[config.mk]
export PLATFORM = sky130hd
export DESIGN_NAME = cms_md5
export DESIGN_NICKNAME = d
export VERILOG_FILES = /design/src/rtl/cms_pkg.sv /design/src/rtl/cms_md5.sv
export SDC_FILE = /design/constraint.sdc
export NUM_CORES = 2
export LEC_CHECK = 0
export ABC_AREA = 1
export BUFFER_PORTS_ARGS = -buffer_cell sky130_fd_sc_hd__buf_2
export CORE_UTILIZATION = 29
export CTS_CLUSTER_SIZE = 30
export DETAILED_ROUTE_END_ITERATION = 8
export HOLD_SLACK_MARGIN = 0.03
export PLACE_DENSITY = 0.51
export SLEW_MARGIN = 10
export SYNTH_ARGS = -nofsm -noshare
export SYNTH_HDL_FRONTEND = slang
export SYNTH_SLANG_ARGS = --single-unit
[constraint.sdc]
create_clock -name clock -period 10.83 [get_ports clock]
set_input_delay 2.166 -clock clock [delete_from_list [all_inputs] [get_ports clock]]
set_output_delay 2.166 -clock clock [all_outputs]
set_load 0.03 [all_outputs]
[src/rtl/cms_pkg.sv]
// Package for the per-switch count-min sketch: types, constants, MD5 tables.
// No dependencies.
`default_nettype none
package cms_pkg;

   localparam int NUM_SWITCHES_DEF = 4;
   localparam int ROWS_DEF         = 4;
   localparam int MAX_WIDTH_DEF    = 1024;

   localparam int CSR_IDX_W  = 3;
   localparam int CSR_DATA_W = 32;
   localparam int WIDTH_W    = 11;

   localparam logic [CSR_IDX_W-1:0] CSR_WIDTH  = 3'd0;
   localparam logic [CSR_IDX_W-1:0] CSR_SEED_0 = 3'd1;
   localparam logic [CSR_IDX_W-1:0] CSR_SEED_1 = 3'd2;
   localparam logic [CSR_IDX_W-1:0] CSR_SEED_2 = 3'd3;
   localparam logic [CSR_IDX_W-1:0] CSR_SEED_3 = 3'd4;

   localparam logic KIND_ADD   = 1'b0;
   localparam logic KIND_QUERY = 1'b1;

   localparam logic [62:0] SENTINEL = 63'd999999999999;
   localparam logic [62:0] CNT_MAX  = {63{1'b1}};

   typedef struct packed {
      logic        kind;
      logic [1:0]  switch_id;
      logic [63:0] key_low;
      logic [63:0] key_high;
      logic [4:0]  key_bytes;
      logic [15:0] packet_size;
   } req_type;

   typedef struct packed {
      logic [62:0] estimate;
      logic        any_switch;
   } rsp_type;

   typedef enum logic [2:0] {
      ST_IDLE, ST_CLEAR, ST_HASH, ST_MOD, ST_ACCESS, ST_DONE
   } state_type;

   function automatic logic [31:0] md5_k(input logic [5:0] i);
      logic [31:0] k [64];
      k = '{
         32'hd76aa478, 32'he8c7b756, 32'h242070db, 32'hc1bdceee,
         32'hf57c0faf, 32'h4787c62a, 32'ha8304613, 32'hfd469501,
         32'h698098d8, 32'h8b44f7af, 32'hffff5bb1, 32'h895cd7be,
         32'h6b901122, 32'hfd987193, 32'ha679438e, 32'h49b40821,
         32'hf61e2562, 32'hc040b340, 32'h265e5a51, 32'he9b6c7aa,
         32'hd62f105d, 32'h02441453, 32'hd8a1e681, 32'he7d3fbc8,
         32'h21e1cde6, 32'hc33707d6, 32'hf4d50d87, 32'h455a14ed,
         32'ha9e3e905, 32'hfcefa3f8, 32'h676f02d9, 32'h8d2a4c8a,
         32'hfffa3942, 32'h8771f681, 32'h6d9d6122, 32'hfde5380c,
         32'ha4beea44, 32'h4bdecfa9, 32'hf6bb4b60, 32'hbebfbc70,
         32'h289b7ec6, 32'heaa127fa, 32'hd4ef3085, 32'h04881d05,
         32'hd9d4d039, 32'he6db99e5, 32'h1fa27cf8, 32'hc4ac5665,
         32'hf4292244, 32'h432aff97, 32'hab9423a7, 32'hfc93a039,
         32'h655b59c3, 32'h8f0ccc92, 32'hffeff47d, 32'h85845dd1,
         32'h6fa87e4f, 32'hfe2ce6e0, 32'ha3014314, 32'h4e0811a1,
         32'hf7537e82, 32'hbd3af235, 32'h2ad7d2bb, 32'heb86d391};
      return k[i];
   endfunction

   function automatic logic [4:0] md5_s(input logic [5:0] i);
      logic [4:0] s [16];
      s = '{5'd7, 5'd12, 5'd17, 5'd22, 5'd5, 5'd9, 5'd14, 5'd20,
            5'd4, 5'd11, 5'd16, 5'd23, 5'd6, 5'd10, 5'd15, 5'd21};
      return s[{i[5:4], i[1:0]}];
   endfunction

endpackage
`default_nettype wire

[src/rtl/cms_md5.sv]
// Iterative single-block MD5, one round per cycle; outputs the sum of digest words.
// Depends on cms_pkg.
`default_nettype none
module cms_md5 (
   input  wire logic         clock,
   input  wire logic         reset,
   input  wire logic         start,
   input  wire logic [63:0]  key_low,
   input  wire logic [63:0]  key_high,
   input  wire logic [4:0]   key_bytes,
   output logic              done,
   output logic [31:0]       folded
);
   logic [511:0] blk_ff, blk_in;
   logic [31:0]  a_ff, b_ff, c_ff, d_ff, a_in, b_in, c_in, d_in;
   logic [5:0]   rnd_ff, rnd_in;
   logic         run_ff, run_in, done_ff, done_in;
   logic [31:0]  f, g_word, sum, rot;
   logic [3:0]   g;
   logic [4:0]   n;
   logic [4:0]   sh;
   logic [127:0] key;

   always_comb begin
      n = (key_bytes > 5'd16) ? 5'd16 : key_bytes;
      key = {key_high, key_low};
      blk_in = '0;
      for (int i = 0; i < 16; i++) begin
         if (5'(i) < n) blk_in[8*i +: 8] = key[8*i +: 8];
         else if (5'(i) == n) blk_in[8*i +: 8] = 8'h80;
      end
      if (n == 5'd16) blk_in[135:128] = 8'h80;
      blk_in[455:448] = {n, 3'b000};
   end

   always_comb begin
      unique case (rnd_ff[5:4])
         2'd0: begin f = (b_ff & c_ff) | (~b_ff & d_ff); g = rnd_ff[3:0]; end
         2'd1: begin
            f = (d_ff & b_ff) | (~d_ff & c_ff);
            g = 4'(5 * rnd_ff + 1);
         end
         2'd2: begin f = b_ff ^ c_ff ^ d_ff; g = 4'(3 * rnd_ff + 5); end
         default: begin f = c_ff ^ (b_ff | ~d_ff); g = 4'(7 * rnd_ff); end
      endcase
      g_word = blk_ff[32*g +: 32];
      sum = f + a_ff + cms_pkg::md5_k(rnd_ff) + g_word;
      sh = cms_pkg::md5_s(rnd_ff);
      rot = (sum << sh) | (sum >> (6'd32 - {1'b0, sh}));
   end

   always_comb begin
      a_in = a_ff; b_in = b_ff; c_in = c_ff; d_in = d_ff;
      rnd_in = rnd_ff; run_in = run_ff; done_in = 1'b0;
      if (start) begin
         a_in = 32'h67452301; b_in = 32'hefcdab89;
         c_in = 32'h98badcfe; d_in = 32'h10325476;
         rnd_in = '0; run_in = 1'b1;
      end else if (run_ff) begin
         a_in = d_ff; d_in = c_ff; c_in = b_ff; b_in = b_ff + rot;
         rnd_in = rnd_ff + 6'd1;
         if (rnd_ff == 6'd63) begin
            run_in = 1'b0; done_in = 1'b1;
         end
      end
   end

   always_ff @(posedge clock) begin
      if (reset) begin
         run_ff  <= 1'b0;
         done_ff <= 1'b0;
      end else begin
         run_ff  <= run_in;
         done_ff <= done_in;
      end
      if (start) blk_ff <= blk_in;
      a_ff <= a_in; b_ff <= b_in; c_ff <= c_in; d_ff <= d_in;
      rnd_ff <= rnd_in;
   end

   assign done   = done_ff;
   assign folded = (a_ff + 32'h67452301) + (b_ff + 32'hefcdab89)
                 + (c_ff + 32'h98badcfe) + (d_ff + 32'h10325476);
endmodule
`default_nettype wire

==> flow_metrics.py <==
metrics = {
    "status": {
        "status": "completed",
    },
    "cts": {
        "cts_max_level": 1,
        "cts_buffers": 31,
        "cts_resized": 0,
        "clock_path_buffers": 3,
        "cts-root-buf": "clkbuf_16",
        "clkSinkCount": 270,
        "cts_hold_buf": 0,
        "cts_setup_buffers": 0,
        "insertion_delay_ns": 0.61,
        "cts_tree": "yes",
        "clkTransAtPathRegs_ns": 0.08,
    },
    "worst_setup_path": {
        "cp-start-kind": "flop",
        "crit_slowest_cell": "ha_1",
        "critPathMostFrequentCell": "nand2_1",
        "end_kind": "flop",
        "arrival_ns": 10.32,
        "worst-setup-path-type": "reg -> reg",
        "critPathBufInv": 8,
        "crit_family": "simple AND/OR/NAND/NOR gates",
        "crit_path_max_incr_delay_ns": 0.55,
        "cp.required_ns": 11.26,
        "crit_fanout": 27,
    },
    "yosys": {
        "syn-cell-area_um2": 27300,
        "synth_fa_ha_area_frac": 0.162,
        "synth_edf_count": 134,
        "yosys.area_share.simple": 0.240,
        "synth-seq-cells": 270,
        "synth_top_family_by_area": "simple AND/OR/NAND/NOR gates",
        "synth-main-ff-cell": "dfxtp_1",
        "synthArstFlopShare": 0,
        "synth_mux_area_frac": 0.00147,
        "yosys_warnings": 0,
        "yosys-top-cells-count": "nand2_1, inv_1, o21ai_0, a21oi_1, nor2_1",
        "synth_compound_area_frac": 0.220,
        "synth_largest_area_cell": "edfxtp_1",
        "synth_xor_area_frac": 0.0179,
        "synthTopCellsByArea": "edfxtp_1, nand2_1, dfxtp_1",
        "synth.net_count": 4476,
        "synth_top_area_frac": 0.148,
        "synth.avg_cell_area_um2": 6.72,
        "synth.most_common_cell": "nand2_1",
        "yosysSeqAreaShare": 0.247,
        "ys_types": 59,
        "synthCells": 4062,
    },
    "layout": {
        "drive_gt1_frac": 0.0805,
        "syn_to_final_growth_pct": 12.2,
        "antenna_cells": 0,
        "nets": 4574,
    },
    "route": {
        "drt_first_pass_iters": 6,
        "wl_per_cell_um": 20.5,
        "vias": 28400,
        "wl_mm": 111,
        "drc": 0,
        "vias_per_cell": 5.22,
        "drtAntennaViolNets": 0,
        "first_iter_violations": 2871,
    },
    "placement": {
        "dp_slack_ns": 1.18,
        "port_buffers": 168,
        "gp_congestion": 1.04,
        "dp_hpwl_mm": 87.9,
    },
    "floorplanning": {
        "start_util": 0.293,
        "die_area_um2": 95300,
        "rows": 112,
        "fp.dieH_um": 309,
        "io_pins": 169,
        "die_w_um": 309,
        "core_um2": 93200,
    },
    "timing": {
        "slew_viol_final": 0,
        "slew_headroom": 0.285,
        "grt_setup_unrepaired": "false",
        "clock.fmax_mhz": 101,
        "worstMarginPinSlew_ns": 1.07,
        "skew_ns": 0.0185,
        "period_minus_slack_ns": 9.88,
        "hold_viol": 0,
        "setup_slack_ns": 0.947,
        "finalSetupViolCount": 0,
        "post-route-period-util": 0.913,
        "fin_tns_setup_ns": 0,
    },
    "grt": {
        "grt_antenna_before_repair": 2,
        "grt_usage": 0.230,
        "grt_start_max_net_pins": 102,
        "grt_pass1_wl_mm": 167,
        "grt.overflow.total": 0,
        "first_global_vias": 26800,
    },
    "worst_hold_path": {
        "hold_class": "reg -> reg",
    },
    "flow_run": {
        "drv_cap": 0,
    },
}
## flip-flops by register name (all words and copies together), names as in the netlist
name	cells
done	1
a_ff	32
blk_ff	134
b_ff	32
run_ff	1
c_ff	32
d_ff	32
rnd_ff	6
## final timing paths
path                  start        to  cells after the start  slack (ns)
hold / removal      a_ff[3]   a_ff[3]                      2        0.52
hold reg to reg     a_ff[3]   a_ff[3]                      2        0.52
setup / recovery  rnd_ff[0]  b_ff[22]                     49        0.95
setup reg to reg  rnd_ff[0]  b_ff[22]                     49        0.95
## area by class of cell
type                       instances  area, µm²
multi-input combinational       2999      17500
timing repair buffer             237       1390
clock buffer                      39        836
clock inverter                    19        185
tap                             1254       1570
inverter                         621       2330
sequential                       270       6750
fill                           10300      62600
## layout by cell type (no fill, tap or decap), types with 6 or more instances in the layout
cell,netlist,final
o221ai_1,11,11
nor4_1,6,6
o21ai_0,453,452
a32oi_1,28,28
o21ai_1,32,30
buf_2,25,167
clkbuf_16,0,31
xor2_1,31,30
o211ai_1,69,69
nand3_1,262,262
nand2_1,896,894
inv_1,609,608
edfxtp_1,134,134
ha_1,151,151
o21a_1,7,7
clkinv_1,4,7
buf_4,2,67
nand4_1,39,39
nor3_1,28,28
a21oi_1,357,357
clkinv_2,0,8
a31oi_1,20,20
inv_2,8,9
dfxtp_1,136,134
nand2_2,4,6
o2111ai_1,8,8
xnor2_1,23,23
o22ai_1,30,30
o31ai_1,8,8
or2_2,20,20
nor2_1,319,318
fa_1,127,127
## per-stage QoR
stage          cells  utilization  hold WS (ns)  instance area (µm²)
2_1_floorplan   4062            -         0.471                27300
3_3_place_gp    5381        0.317         0.508                29600
3_5_place_dp    5381        0.317         0.507                29600
4_1_cts         5439        0.328         0.519                30600
5_1_grt         5439        0.328         0.555                30600
6_report        5439        0.328         0.525                30600
## per-layer routing
layer / routed length (µm) / GRT usage
met1: 49100 / 0.310
met2: 49400 / 0.368
met3: 7870 / 0.0311
met4: 4990 / 0.0938
met5: 11 / 0
## logic make-up after synthesis
logic type / count (synthesis)
xor+xnor: 55
buf+inv: 793
fa+ha+maj: 278
mux: 4
compound gates: 1073
simple gates: 1589
flops: 270
## worst reg2reg max path: cells and delay by family, from the launching register on
kind | cells | cell delay [ns]
AO/OA/AOI/OAI | 9 | 1.67
flip-flops | 1 | 0.39
adder cells (fa/ha/maj) | 6 | 2.65
AND/OR/NAND/NOR | 26 | 3.52
buffers and inverters | 8 | 1.47
Power is not shown: default switching activity piles up to over one toggle a cycle in this logic, so the estimate is an artifact.
