$ cat src/rtl/cms_pkg.sv
// Package for the per-switch count-min sketch: types, constants, MD5 tables.
// No dependencies.
`default_nettype none
package cms_pkg;

   localparam int NUM_SWITCHES_DEF = 4;
   localparam int ROWS_DEF         = 4;
   localparam int MAX_WIDTH_DEF    = 1024;

   localparam int CSR_IDX_W  = 3;
   localparam int CSR_DATA_W = 32;
   localparam int WIDTH_W    = 11;

   localparam logic [CSR_IDX_W-1:0] CSR_WIDTH  = 3'd0;
   localparam logic [CSR_IDX_W-1:0] CSR_SEED_0 = 3'd1;
   localparam logic [CSR_IDX_W-1:0] CSR_SEED_1 = 3'd2;
   localparam logic [CSR_IDX_W-1:0] CSR_SEED_2 = 3'd3;
   localparam logic [CSR_IDX_W-1:0] CSR_SEED_3 = 3'd4;

   localparam logic KIND_ADD   = 1'b0;
   localparam logic KIND_QUERY = 1'b1;

   localparam logic [62:0] SENTINEL = 63'd999999999999;
   localparam logic [62:0] CNT_MAX  = {63{1'b1}};

   typedef struct packed {
      logic        kind;
      logic [1:0]  switch_id;
      logic [63:0] key_low;
      logic [63:0] key_high;
      logic [4:0]  key_bytes;
      logic [15:0] packet_size;
   } req_type;

   typedef struct packed {
      logic [62:0] estimate;
      logic        any_switch;
   } rsp_type;

   typedef enum logic [2:0] {
      ST_IDLE, ST_CLEAR, ST_HASH, ST_MOD, ST_ACCESS, ST_DONE
   } state_type;

   function automatic logic [31:0] md5_k(input logic [5:0] i);
      logic [31:0] k [64];
      k = '{
         32'hd76aa478, 32'he8c7b756, 32'h242070db, 32'hc1bdceee,
         32'hf57c0faf, 32'h4787c62a, 32'ha8304613, 32'hfd469501,
         32'h698098d8, 32'h8b44f7af, 32'hffff5bb1, 32'h895cd7be,
         32'h6b901122, 32'hfd987193, 32'ha679438e, 32'h49b40821,
         32'hf61e2562, 32'hc040b340, 32'h265e5a51, 32'he9b6c7aa,
         32'hd62f105d, 32'h02441453, 32'hd8a1e681, 32'he7d3fbc8,
         32'h21e1cde6, 32'hc33707d6, 32'hf4d50d87, 32'h455a14ed,
         32'ha9e3e905, 32'hfcefa3f8, 32'h676f02d9, 32'h8d2a4c8a,
         32'hfffa3942, 32'h8771f681, 32'h6d9d6122, 32'hfde5380c,
         32'ha4beea44, 32'h4bdecfa9, 32'hf6bb4b60, 32'hbebfbc70,
         32'h289b7ec6, 32'heaa127fa, 32'hd4ef3085, 32'h04881d05,
         32'hd9d4d039, 32'he6db99e5, 32'h1fa27cf8, 32'hc4ac5665,
         32'hf4292244, 32'h432aff97, 32'hab9423a7, 32'hfc93a039,
         32'h655b59c3, 32'h8f0ccc92, 32'hffeff47d, 32'h85845dd1,
         32'h6fa87e4f, 32'hfe2ce6e0, 32'ha3014314, 32'h4e0811a1,
         32'hf7537e82, 32'hbd3af235, 32'h2ad7d2bb, 32'heb86d391};
      return k[i];
   endfunction

   function automatic logic [4:0] md5_s(input logic [5:0] i);
      logic [4:0] s [16];
      s = '{5'd7, 5'd12, 5'd17, 5'd22, 5'd5, 5'd9, 5'd14, 5'd20,
            5'd4, 5'd11, 5'd16, 5'd23, 5'd6, 5'd10, 5'd15, 5'd21};
      return s[{i[5:4], i[1:0]}];
   endfunction

endpackage
`default_nettype wire

$ cat src/rtl/cms_mod.sv
// Restoring divider remainder unit: value mod divisor, one bit per cycle.
// Depends on cms_pkg.
`default_nettype none
module cms_mod (
   input  wire logic                        clock,
   input  wire logic                        reset,
   input  wire logic                        start,
   input  wire logic [31:0]                 value,
   input  wire logic [cms_pkg::WIDTH_W-1:0] divisor,
   output logic                             done,
   output logic [cms_pkg::WIDTH_W-1:0]      remainder
);
   localparam int W = cms_pkg::WIDTH_W;
   logic [31:0] val_ff, val_in;
   logic [W:0]  rem_ff, rem_in, trial;
   logic [5:0]  cnt_ff, cnt_in;
   logic        run_ff, run_in, done_ff, done_in;

   always_comb begin
      val_in = val_ff; rem_in = rem_ff; cnt_in = cnt_ff;
      run_in = run_ff; done_in = 1'b0;
      trial = {rem_ff[W-1:0], val_ff[31]};
      if (start) begin
         val_in = value; rem_in = '0; cnt_in = '0; run_in = 1'b1;
      end else if (run_ff) begin
         // shift in next dividend bit, subtract when it fits
         rem_in = (trial >= {1'b0, divisor}) ? trial - {1'b0, divisor} : trial;
         val_in = {val_ff[30:0], 1'b0};
         cnt_in = cnt_ff + 6'd1;
         if (cnt_ff == 6'd31) begin
            run_in = 1'b0; done_in = 1'b1;
         end
      end
   end

   always_ff @(posedge clock) begin
      if (reset) begin
         run_ff  <= 1'b0;
         done_ff <= 1'b0;
      end else begin
         run_ff  <= run_in;
         done_ff <= done_in;
      end
      val_ff <= val_in; rem_ff <= rem_in; cnt_ff <= cnt_in;
   end

   assign done      = done_ff;
   assign remainder = rem_ff[W-1:0];
endmodule
`default_nettype wire

$ cat config.mk
export PLATFORM = sky130hd
export DESIGN_NAME = cms_mod
export DESIGN_NICKNAME = d
export VERILOG_FILES = /design/src/rtl/cms_pkg.sv /design/src/rtl/cms_mod.sv
export SDC_FILE = /design/constraint.sdc
export NUM_CORES = 1
export LEC_CHECK = 0
export BUFFER_PORTS_ARGS = -buffer_cell sky130_fd_sc_hd__buf_2
export CAP_MARGIN = 0
export CORE_MARGIN = 3
export CORE_UTILIZATION = 55
export CTS_BUF_LIST = sky130_fd_sc_hd__clkbuf_4 sky130_fd_sc_hd__clkbuf_8 sky130_fd_sc_hd__clkbuf_16
export CTS_CLUSTER_SIZE = 8
export DETAILED_ROUTE_END_ITERATION = 10
export PLACE_DENSITY = 0.91
export SLEW_MARGIN = 25
export SYNTH_ARGS = -nofsm -noshare
export SYNTH_HDL_FRONTEND = slang
export SYNTH_SLANG_ARGS = --single-unit
$ cat constraint.sdc
create_clock -name clock -period 2.7 [get_ports clock]
set_clock_uncertainty 0.05 [all_clocks]
set_input_delay 0.135 -clock clock [delete_from_list [all_inputs] [get_ports clock]]
set_output_delay 0.135 -clock clock [all_outputs]
set_load 0.02 [all_outputs]
==> results of run 1 <==
worst paths after layout:
check	endpoint	slack, ps	cells past startpoint
setup / recovery	rem_ff[6]$_SDFFE_PP0P_	150	10
hold / removal	val_ff[0]$_SDFFCE_PN0P_	70	2
setup reg to reg	rem_ff[6]$_SDFFE_PP0P_	150	10
hold reg to reg	cnt_ff[5]$_SDFFE_PP0P_	450	2
area by class of cell:
cell class	count	share of cell area [%]
Timing Repair Buffer	63	10.20
Clock inverter	3	1.403
Tap cell	67	2.540
Sequential cell	51	40.64
Clock buffer	5	2.085
Multi-Input combinational cell	168	41.09
Inverter	18	2.047
power by group:
part	switching [uW]	internal, uW	leakage [uW]
combinational	230	209	0.000915
sequential	36.3	912	0.000478
clock	263	280	0.0000548
state kept, by name, summed over array words and instances, names as in the netlist:
register  count
val_ff       32
rem_ff       11
done          1
cnt_ff        6
run_ff        1
Yosys cell counts, drive strengths merged, types with 6 or more instances:
master	number	area share, %
a211oi	8	2.7
a21oi	6	1.1
buf	8	1.6
dfxtp	19	14
edfxtp	32	34
ha	12	5.3
inv	18	2.4
mux2	32	13
mux2i	6	2.1
nand2	10	1.3
nor2	26	3.5
o21ai	7	1.2
per-stage QoR:
stage	hold WS [ps]	util, %	area, sq um	power, uW
6_report	72.48	68.08	3301	1929
5_1_grt	64.57	68.08	3301	2020
4_1_cts	60.38	67.69	3282	1934
3_5_place_dp	271.5	65.11	3157	1389
3_3_place_gp	270.1	65.11	3157	1374
2_1_floorplan	164.3	-	2815	1283
layout by cell type (no fill, tap or decap), types with 6 or more instances in the layout:
master,instances
nand2_1,10
edfxtp_1,32
mux2_2,31
dfxtp_1,19
ha_1,12
inv_1,18
o21ai_0,7
buf_2,57
mux2i_1,6
nor2_1,26
critical path, stage by stage (launching register included):
cell and delay (ps):
edfxtp_1 350, inv_1 60, ha_1 210, fa_1 420
nand2b_1 190, a21oi_2 170, o2111a_1 260, or2_1 230
buf_6 190, o32ai_1 100, a41o_2 230
logic make-up after synthesis:
family | after synthesis
AO/OA/AOI/OAI | 43
XOR/XNOR | 8
adder cells (fa/ha/maj) | 13
buffers and inverters | 31
flip-flops | 51
multiplexers | 38
AND/OR/NAND/NOR | 66
routing by layer:
layer	global-route usage (%)	up-vias	wire [microns]	part of all wire (%)
met1	23.01	991	2396	44
met4	3.559	0	56	1.0
met5	0	-	0	0
met2	31.43	58	2725	50
met3	4.988	6	271	5.0
li1	-	1031	-	-
what timing repair did:
item	4_1_cts	5_1_grt
setup buffers	0	0
hold buffers	1	0
endpoints found under the hold margin	1	0
endpoints found under the setup margin	0	9
gates resized for setup	0	4
==> metrics.md, run 1 <==
| Metric | Value |
|---|---|
| Starting Density | 58.06% |
| Final ANT Viol Nets | 0 |
| Flops & latches, synth | 51 |
| Core area | 0.004848 sq mm |
| Largest family of logic cells by synthesized area | multiplexers |
| Port Buffers | 57 |
| Layout cell share with drive strength beyond 1 | 37.01% |
| CTS tree | built |
| Final GP Congestion | 0.8121 |
| Layout Cells excl Fill | 375 |
| Post-synthesis mux area share | 15.07% |
| Max Slew Vio Count | 0 |
| Row count | 25 |
| GRT Total Usage | 18.22% |
| Area Overhead vs Synth | 17.24% |
| Outcome | finished, final reports clean |
| Global route overflow | 0 |
| Inserted Clock Buffers | 5 |
| Avg Cell Area, Syn | 11.26 sq um |
| Leakage | 0.001448 uW |
| Drt pass-1 iters | 4 |
| Reg-to-reg startpoint | val_ff[31]$_DFFE_PP_ |
| Clk sinks | 51 |
| Post-Syn Area | 0.002815 sq mm |
| First-pass GRT wire length | 9025 microns |
| Clock Latency Late Sink | 300 ps |
| Worst hold path type | input pin to flop |
| Post-Syn Instances | 250 |
| Final period utilization | 94.54% |
| Area fraction in and, or, nand and nor cells after synthesis | 12.49% |
| 1st-iter DRT viols | 114 |
| Final setup viols | 0 |
| RSZ-0062 raised after global routing | false |
| Initial antenna violation count | 0 |
| Max_slew headroom | 68.94% |
| Largest net degree at the start of global routing | 33 |
| Library cells used by synthesis | 54 |
| Arrival @ worst endpoint | 2710 ps |
| Synth warn | 0 |
| Die W | 77.55 microns |
| Reg area | 0.001341 sq mm |
| Post-DP HPWL | 3913 microns |
| Fillers | 370 |
| Maximum vdd drop | 0.4039 mV |
| Synth Area in Compound Gates | 11.56% |
| PnR worst setup slack | 147.4 ps |
| Vias in the first global route | 2069 |
| Synth async-reset ratio | 0% |
| Die Span Y | 77.55 microns |
| Antenna Cells | 0 |
| Post-synthesis adder-cell area fraction | 6.044% |
| Maxcap violations | 0 |
| Critical path type | flop to flop |
| Die ar. | 0.006013 sq mm |
| Synth Area in XOR/XNOR | 2.489% |
| Avg Vias per Cell | 5.563 |
| CTS Buffer Depth | 2 |
| Worst setup EP type | flop |
| CTS clk-pin slew, worst paths | 100 ps |
| Total vias in the final route | 2086 |
| Min-delay src | value[0] |
| Layout Nets | 366 |
| CP required | 2850 ps |
| Number of synthesized flops with an enable pin | 32 |
| DRC | 0 |
| Max FO, Critical Path | 12 |
| Ports | 58 |
| Multi-input gate area in the final layout | 0.001356 sq mm |
| Power Dens Cells | 584.5 mW/mm^2 |
| Place WS | 124.6 ps |
| Routed len/inst | 14.53 microns |
| Setup TNS | 0 ps |
| CP startpoint kind | flop |
| Fin. Hold Viols | 0 |
| CTS Root Cell | clkbuf_8 |
| Synth Flop Type | edfxtp_1 |
| Worst slew pin tran | 465.9 ps |
| Fmax | 391.8 MHz |
| H-tree depth | 2 |
| Minimum clock period | 2553 ps |
| CP startpoint | val_ff[31]$_DFFE_PP_ |
| Cells after DPL | 366 |
| Mapped Nets | 309 |
| Register area share after synthesis | 47.64% |
| Detailed-route wire length | 5449 microns |
Power figures use the tool's default switching activity.
==> inputs of run 2 (changes only) <==
--- a/config.mk
+++ b/config.mk
@@ -13,6 +13,8 @@
 export CTS_CLUSTER_SIZE = 8
 export DETAILED_ROUTE_END_ITERATION = 10
 export PLACE_DENSITY = 0.91
+export RECOVER_POWER = 100
+export SKIP_CTS_REPAIR_TIMING = 1
 export SLEW_MARGIN = 25
 export SYNTH_ARGS = -nofsm -noshare
 export SYNTH_HDL_FRONTEND = slang
==> run 2 against run 1 <==
- maximum frequency increased by 0.41%
- sequential share of layout area is 0.36 points higher
- non-clock buffer count stayed put
- combinational power shrank 3%
- die area did not move
- critical path depth shrank 1
- count of clock-buffer cells in the layout unchanged
- largest cell class unchanged
- cell area shrank 0.87%
==> metrics.md, run 2 (synthesis gave the netlist of run 1 again) <==
| Metric | Value |
|---|---|
| Final setup viols | 0 |
| Drt pass-1 iters | 4 |
| DRC | 0 |
| Fin. Hold Viols | 0 |
| Max Slew Vio Count | 0 |
| Final GP Congestion | 0.8121 |
| P_int | 1391 uW |
| Setup TNS | 0 ps |
| Max_slew headroom | 31.72% |
| GRT Total Usage | 18.20% |
| Worst slew pin tran | 1024 ps |
| Leakage | 0.001389 uW |
| Avg Vias per Cell | 5.565 |
| 1st-iter DRT viols | 120 |
| Initial antenna violation count | 0 |
| Final ANT Viol Nets | 0 |
| Layout Nets | 366 |
| Worst hold path type | input pin to flop |
| Most frequent cells in the layout | 45 x buf_2, 32 x edfxtp_1, 29 x mux2_2, 26 x nor2_1, 19 x dfxtp_1 |
| CP startpoint kind | flop |
| Die Span Y | 77.55 microns |
| Maxcap violations | 0 |
| Final Core Density | 67.48% |
| First-pass GRT wire length | 9011 microns |
| Most common cell after layout, fill and taps aside | buf_2 |
| Ports | 58 |
| CTS Buffer Depth | 2 |
| Fmax | 393.4 MHz |
| Largest net degree at the start of global routing | 33 |
| Worst setup EP type | flop |
| Maximum vdd drop | 0.4037 mV |
| CTS clk-pin slew, worst paths | 100 ps |
| Largest register FFs | 32 |
| Comb pwr share | 22.3% |
| Arrival @ worst endpoint | 2720 ps |
| Core area | 0.004848 sq mm |
| Vias in the first global route | 2069 |
| Inserted Clock Buffers | 5 |
| Net Sw Frac | 27.47% |
| Starting Density | 58.06% |
| Net load switching power | 526.7 uW |
| Clock Latency Late Sink | 300 ps |
| Antenna Cells | 0 |
| Total vias in the final route | 2087 |
| Minimum clock period | 2542 ps |
| CTS Root Cell | clkbuf_8 |
| Critical path type | flop to flop |
| CTS tree | built |
| Clock group share of total power | 28.2% |
| Layout cell share with drive strength beyond 1 | 31.49% |
| Row count | 25 |
| Area Overhead vs Synth | 16.22% |
| Routed len/inst | 14.47 microns |
| Reg with most FFs | val_ff |
| Global route overflow | 0 |
| Power Dens Cells | 586.0 mW/mm^2 |
| Fillers | 384 |
| Seq pwr share | 49.5% |
| Die W | 77.55 microns |
| CP required | 2870 ps |
| Max FO, Critical Path | 4 |
| Total power | 1917 uW |
| Clk sinks | 51 |
| H-tree depth | 2 |
| Regs by FF count | val_ff: 32 flops, rem_ff: 11 flops, cnt_ff: 6 flops |
| Final period utilization | 94.15% |
| Final Hold Slack | 72.53 ps |
| RSZ-0062 raised after global routing | false |
| Die ar. | 0.006013 sq mm |
| R2R Setup Slk | 160 ps |
| Outcome | finished, final reports clean |
| Detailed-route wire length | 5427 microns |
| Port Buffers | 57 |
| Post-DP HPWL | 3913 microns |
run 2: changes by cell type in the layout (fill, tap and decap cells not counted), sizes merged:
cell / previous run / this run
buf: 62 / 47
clkbuf: 5 / 20
run 2: layer usage:
| metal | routed length, microns | vias to the layer above | track usage [%] |
|---|---|---|---|
| li1 | - | 1033 | - |
| met1 | 2416 | 999 | 22.95 |
| met2 | 2697 | 49 | 31.43 |
| met3 | 256 | 6 | 4.988 |
| met4 | 56 | 0 | 3.559 |
| met5 | 0 | - | 0 |
run 2: final timing paths:
kind | to | cells past startpoint | startpoint
setup reg to reg | rem_ff[0]$_SDFFE_PP0P_ | 9 | val_ff[31]$_DFFE_PP_
hold reg to reg | cnt_ff[5]$_SDFFE_PP0P_ | 2 | cnt_ff[5]$_SDFFE_PP0P_
setup / recovery | rem_ff[0]$_SDFFE_PP0P_ | 9 | val_ff[31]$_DFFE_PP_
hold / removal | val_ff[0]$_SDFFCE_PN0P_ | 2 | value[0]
run 2: final cells by class:
class	count	area [sq um]	share of cell area, %
Tap cell	67	83.83	2.562
Inverter	18	67.56	2.065
Clock inverter	3	46.29	1.415
Clock buffer	5	68.82	2.103
Sequential cell	51	1341	40.99
Multi-Input combinational cell	168	1353	41.34
Timing Repair Buffer	63	311.5	9.522
run 2: through the flow:
step           instances  instance area, sq um  setup slack (ps)
4_1_cts              374                  3272             93.06
3_5_place_dp         366                  3157             124.6
5_1_grt              375                  3272             25.15
3_3_place_gp         366                  3157             255.8
6_report             375                  3272             158.0
2_1_floorplan        250                  2815             241.3
run 2: power groups by stage:
stage | clock (uW) | combinational [uW] | sequential (uW)
after global routing | 581 | 472 | 959
final | 541 | 427 | 949
after detailed placement | 0 | 425 | 965
after CTS | 555 | 429 | 949
after global placement | 0 | 412 | 962
after floorplan | 0 | 308 | 974
run 2: worst max-delay path: stages (launching register included):
cell	delay, ps
edfxtp_1	350
inv_1	50
ha_1	210
fa_1	420
nand2b_1	190
a21oi_2	170
o2111a_1	260
or2_1	220
mux2_1	350
a211oi_2	200
